===== config.mk =====
export PLATFORM = sky130hd
export DESIGN_NAME = qcap_mac
export DESIGN_NICKNAME = d
export VERILOG_FILES = /design/src/rtl/core/qcap_pkg.sv /design/src/rtl/core/qcap_mac.sv
export SDC_FILE = /design/constraint.sdc
export NUM_CORES = 2
export LEC_CHECK = 0
export BUFFER_PORTS_ARGS = -buffer_cell sky130_fd_sc_hd__buf_4
export CORE_MARGIN = 2
export CORE_UTILIZATION = 55
export CTS_CLUSTER_DIAMETER = 30
export CTS_CLUSTER_SIZE = 28
export DETAILED_ROUTE_END_ITERATION = 16
export PLACE_DENSITY = 0.72
export SLEW_MARGIN = 20
export SYNTH_ARGS = -nofsm -noshare
export SYNTH_HDL_FRONTEND = slang
export SYNTH_SLANG_ARGS = --single-unit

===== constraint.sdc =====
create_clock -name clk -period 9 [get_ports clk]
set_input_delay 2.7 -clock clk [delete_from_list [all_inputs] [get_ports clk]]
set_output_delay 2.7 -clock clk [all_outputs]
set_load 0.05 [all_outputs]

===== src/rtl/core/qcap_pkg.sv =====
// ----------------------------------------------------------------------------
// qcap_pkg: shared types and constants of the cascaded attitude PID core
// Holds the fixed-point widths, the register map, the sequencer states and
// the schedule of gain products that the shared multiplier works through.
// ----------------------------------------------------------------------------
package qcap_pkg;

  // Field and arithmetic widths.
  localparam int SAMPLE_W       = 16;
  localparam int MOTOR_W        = 16;
  localparam int GAIN_W         = 32;
  localparam int INT_W          = 18;
  localparam int INTEGRAL_LIMIT = 300;
  localparam int MOTOR_MAX      = 65535;

  // The multiplier takes one 18-bit digit of an operand magnitude per cycle.
  localparam int DIG_W   = 18;
  localparam int NUM_DIG = 2;
  localparam int MAG_W   = DIG_W * NUM_DIG;
  localparam int PROD_W  = GAIN_W + DIG_W;
  localparam int PACC_W  = GAIN_W + MAG_W;
  localparam int FRAC_W  = 16;
  localparam int TERM_W  = PACC_W - FRAC_W;
  localparam int ACC_W   = 54;
  localparam int OPS_W   = 37;
  localparam int MIX_W   = 56;

  // Product schedule.
  localparam int NUM_TERMS  = 13;
  localparam int TERM_IDX_W = 4;
  localparam int LAST_OUTER = 6;

  // Register port.
  localparam int PADDR_W = 5;
  localparam int PDATA_W = 32;
  localparam int REG_LSB = 2;

  localparam logic [GAIN_W-1:0] RST_TILT_OUTER_KP = 32'd13107200;
  localparam logic [GAIN_W-1:0] RST_TILT_OUTER_KI = 32'd0;
  localparam logic [GAIN_W-1:0] RST_TILT_OUTER_KD = 32'd0;
  localparam logic [GAIN_W-1:0] RST_YAW_OUTER_KP  = 32'd98304;
  localparam logic [GAIN_W-1:0] RST_TILT_INNER_KP = 32'd2621;
  localparam logic [GAIN_W-1:0] RST_TILT_INNER_KD = 32'd131;
  localparam logic [GAIN_W-1:0] RST_YAW_INNER_KP  = 32'd3015;
  localparam logic [GAIN_W-1:0] RST_YAW_INNER_KD  = 32'd786;

  typedef logic signed [SAMPLE_W-1:0] sample_t;
  typedef logic        [MOTOR_W-1:0]  motor_t;
  typedef logic        [GAIN_W-1:0]   gain_t;
  typedef logic signed [INT_W-1:0]    integ_t;
  typedef logic signed [INT_W:0]      isum_t;
  typedef logic        [DIG_W-1:0]    dig_t;
  typedef logic        [MAG_W-1:0]    mag_t;
  typedef logic        [PROD_W-1:0]   prod_t;
  typedef logic        [PACC_W-1:0]   pacc_t;
  typedef logic        [TERM_W-1:0]   term_t;
  typedef logic signed [ACC_W-1:0]    acc_t;
  typedef logic signed [OPS_W-1:0]    opsum_t;
  typedef logic signed [MIX_W-1:0]    mix_t;
  typedef logic [TERM_IDX_W-1:0]      tidx_t;

  typedef enum logic [2:0] {
    REG_TILT_OUTER_KP,
    REG_TILT_OUTER_KI,
    REG_TILT_OUTER_KD,
    REG_YAW_OUTER_KP,
    REG_TILT_INNER_KP,
    REG_TILT_INNER_KD,
    REG_YAW_INNER_KP,
    REG_YAW_INNER_KD
  } reg_idx_t;

  typedef enum logic [1:0] {
    AXIS_PITCH,
    AXIS_ROLL,
    AXIS_YAW
  } axis_t;

  typedef enum logic [2:0] {
    ST_IDLE,
    ST_MUL,
    ST_ACC,
    ST_FIN,
    ST_OPND1,
    ST_OPND2,
    ST_MIX1,
    ST_MIX2
  } state_t;

  typedef struct packed {
    reg_idx_t gain;
    axis_t    axis;
    logic     sh17;
    logic     two_dig;
  } term_info_t;

  typedef struct packed {
    logic acc_en;
    logic acc_hi;
    logic sh17;
  } mac_ctrl_t;

  // One gain product per entry. Entries 0 to 6 form the angle loop, 7 to 12
  // the rate loop. Only the rate loop proportional terms need two digits.
  function automatic term_info_t term_info(input tidx_t idx);
    term_info_t ti;
    ti = '{gain: REG_TILT_OUTER_KP, axis: AXIS_PITCH, sh17: 1'b0, two_dig: 1'b0};
    unique case (idx)
      4'd0:  ti.gain = REG_TILT_OUTER_KP;
      4'd1:  ti.gain = REG_TILT_OUTER_KI;
      4'd2:  ti.gain = REG_TILT_OUTER_KD;
      4'd3:  begin
        ti.gain = REG_TILT_OUTER_KP;
        ti.axis = AXIS_ROLL;
      end
      4'd4:  begin
        ti.gain = REG_TILT_OUTER_KI;
        ti.axis = AXIS_ROLL;
      end
      4'd5:  begin
        ti.gain = REG_TILT_OUTER_KD;
        ti.axis = AXIS_ROLL;
      end
      4'd6:  begin
        ti.gain = REG_YAW_OUTER_KP;
        ti.axis = AXIS_YAW;
      end
      4'd7:  begin
        ti.gain    = REG_TILT_INNER_KP;
        ti.sh17    = 1'b1;
        ti.two_dig = 1'b1;
      end
      4'd8:  begin
        ti.gain    = REG_TILT_INNER_KP;
        ti.axis    = AXIS_ROLL;
        ti.sh17    = 1'b1;
        ti.two_dig = 1'b1;
      end
      4'd9:  begin
        ti.gain    = REG_YAW_INNER_KP;
        ti.axis    = AXIS_YAW;
        ti.two_dig = 1'b1;
      end
      4'd10: ti.gain = REG_TILT_INNER_KD;
      4'd11: begin
        ti.gain = REG_TILT_INNER_KD;
        ti.axis = AXIS_ROLL;
      end
      4'd12: begin
        ti.gain = REG_YAW_INNER_KD;
        ti.axis = AXIS_YAW;
      end
      default: ;
    endcase
    return ti;
  endfunction

endpackage


===== src/rtl/core/qcap_mac.sv =====
// ----------------------------------------------------------------------------
// qcap_mac: shared gain multiplier and product accumulator
// Multiplies a 32-bit gain by one 18-bit operand digit per cycle, sums the
// digit products and returns the product scaled down by 2^16 or 2^17.
// ----------------------------------------------------------------------------
module qcap_mac (
  input  logic                clk,
  input  qcap_pkg::gain_t     gain,
  input  qcap_pkg::dig_t      digit,
  input  qcap_pkg::mac_ctrl_t ctrl,
  output qcap_pkg::term_t     term_mag
);

  qcap_pkg::prod_t mul_r;
  qcap_pkg::pacc_t pacc_r;

  always_ff @(posedge clk) begin
    mul_r <= qcap_pkg::prod_t'(gain) * qcap_pkg::prod_t'(digit);
    if (ctrl.acc_en) begin
      if (ctrl.acc_hi) begin
        pacc_r <= pacc_r + (qcap_pkg::pacc_t'(mul_r) << qcap_pkg::DIG_W);
      end else begin
        pacc_r <= qcap_pkg::pacc_t'(mul_r);
      end
    end
  end

  // Dropping the low bits truncates the magnitude, which is truncation
  // toward zero once the sign is applied.
  assign term_mag = ctrl.sh17
                  ? qcap_pkg::term_t'(pacc_r[qcap_pkg::PACC_W-1:qcap_pkg::FRAC_W+1])
                  : pacc_r[qcap_pkg::PACC_W-1:qcap_pkg::FRAC_W];

endmodule


==> reports/metrics.yaml <==
outcome: "finished, final reports clean"
dp.cells: 3313
cts_root_buffer: "clkbuf_16"
dr_total_vias: 18700
antenna_found_initial: 0
dr.pass1.iters: 6
die_w_microns: 216
gr-usage-all-layers_pct: 28.3
layout.cells.non_filler: 3329
initial_core_util_pct: 55.7
drv_cap: 0
first_iter_violations: 1177
cpMaxStageDelayCell: "fa_1"
cpPeakStageDelay_ps: 540
synth.area.top_cells: "fa_1, ha_1, inv_1, nand2_1, edfxtp_1"
postCtsSetupRepairBufs: 0
rsz0062_at_grt: "no"
cts_buffer_depth: 2
synthTopCellsByCount: "inv_1, fa_1, nand2_1"
finalWeightedCongestion: 0.925
syn_area_sq_um: 24600
syn_inst: 2742
slew_violations: 0
wl_per_cell_microns: 18.8
worst_slew_pin_slew_ps: 713
cp-end-kind: "flop"
cts-resized-gates: 0
wl_mm: 62.7
port_buffers: 105
diodes: 0
grt_first_pass_wirelength_mm: 106
path_class: "input pin to flop"
hold_path.class: "flop to flop"
cp_num_cells: 21
area_delta_synth_final_pct: 5.61
cpMostUsedCell: "fa_1"
relSlewSlack_pct: 52.5
dp_slack_ps: 170
crit_required_ps: 9230
layout-drive-gt1-share_pct: 8.15
place_hpwl_mm: 50.6
synth_nets: 3450
cp_max_fo: 32
crit_path_cell_trace: "buf_4, nand2_1, fa_1, fa_1, fa_1, inv_1, fa_1, fa_1, inv_1, fa_1, inv_1, ha_1, and4_1, nand3_1, nor4_1, a211o_1, o221ai_1, nand2_1, a221o_1, and4bb_1, a211o_1"
fin_tns_setup_ps: 0
coreArea_sq_um: 44200
yosysMostFrequentCell: "inv_1"
clk_pin_slew_ps: 80
synthArstFlopShare_pct: 0
dieArea_sq_um: 46500
worstSkewPairLatency_ps: 360
cts_htree_levels: 3
arrival_ps: 8730
cts_made_buffers: 9
syn_area_per_cell_sq_um: 8.98
grt_max_degree: 61
hold_violations: 0
nets: 3440
post-route-drc-count: 0
yosys.area.top_type: "fa_1"
synth_sequential_area_ratio_pct: 10.4
synth_seq_cells: 102
finalCriticalPeriod_ps: 8500
die_h_microns: 216
routed_via_density: 5.62
setup_viol: 0
synth_warnings: 0
setup_ws_ps: 502
ios: 106
synth_top_area_share_pct: 39.1
r2r_cells: 10
period_share_pct: 94.4
detail-route-antenna-nets: 0
finClkSkew_ps: 13.8
min_path_cells: 1
worstSetupStartpointType: "input pin"
ys_types: 69
path_delay_family: "adder cells"
cts_hold_buf: 0
final_core_util_pct: 58.8
row_count: 77
overflow: 0
fmax_mhz: 118
grt_pass1_vias: 20700
synth_ff_type: "edfxtp_1"
crit_buf_inv: 4
cts_tree: "done"
synth-edff-count: 52
cts_sinks: 102
[sequential cells by signal, summed over array words and instances, names as in the netlist]
signal and cells:
mul_r 50, pacc_r 52
[worst paths after layout]
| check | startpoint | to | slack (ps) |
|---|---|---|---|
| max | digit[3] | mul_r[46] | 500 |
| min | mul_r[48] | pacc_r[48] | 590 |
| max reg2reg | pacc_r[25] | pacc_r[51] | 5650 |
| min reg2reg | mul_r[48] | pacc_r[48] | 590 |
[placed cells by master, fill, tap and decap left out, types with 13 or more instances in the layout]
| cell | Yosys | layout |
|---|---|---|
| inv_1 | 558 | 558 |
| fa_1 | 481 | 481 |
| nand2_1 | 418 | 418 |
| and2_1 | 240 | 240 |
| ha_1 | 173 | 173 |
| buf_4 | 0 | 108 |
| a21oi_1 | 107 | 107 |
| mux2_2 | 77 | 77 |
| nor2_1 | 62 | 62 |
| xnor2_1 | 61 | 61 |
| a21o_1 | 55 | 55 |
| edfxtp_1 | 52 | 52 |
| dfxtp_1 | 50 | 50 |
| o21ai_0 | 38 | 38 |
| xor2_1 | 26 | 26 |
| nand3_1 | 17 | 17 |
| o21ai_1 | 16 | 16 |
| o21bai_1 | 15 | 15 |
| nand2b_1 | 14 | 14 |
| o21a_1 | 13 | 13 |
| nor2b_1 | 13 | 13 |
[metrics by stage]
step                cell area, sq um  hold WS, ps
floorplan                      24600          525
global placement               25700          579
detailed placement             25700          575
CTS                            26000          595
global route                   26000          615
finish                         26000          592
[logic make-up (layout without fill, tap and decap cells)]
family	count (synthesis)	after routing	synth area share, %
buf+inv	687	682	10.5
compound gates	321	321	8.66
fa+ha+maj	654	654	47.9
xor+xnor	87	87	3.10
flops	102	102	10.4
simple gates	809	809	15.7
mux	82	82	3.73
[layer usage]
metal  share of wire [%]  global-route usage [%]  wire length (microns)
met1                  43                    39.5                  27000
met2                  47                    47.3                  29800
met3                 7.1                    3.69                   4430
met4                 2.3                    6.97                   1470
met5                   0                       0                      0
[layout make-up]
cell class,instances,area [sq um]
Clock buffer,9,225
Inverter,558,2090
Multi-Input combinational cell,1953,19500
Sequential cell,102,2560
Tap cell,592,741
Fill cell,3905,18200
Timing Repair Buffer,108,811
Clock inverter,7,98.8
[worst register-to-register path, cell delays in order (launching register included)]
cell      delay, ps
edfxtp_1        470
ha_1            420
and3_1          300
o211a_1         220
a21oi_2         110
a211oi_2        440
a21oi_1         200
o21ai_1         420
a41oi_1         210
xnor2_1         160
and2_1          150
Power is left out: the tool's default activity adds up to more than one toggle a clock period on the data nets, which glitch-free logic cannot reach.
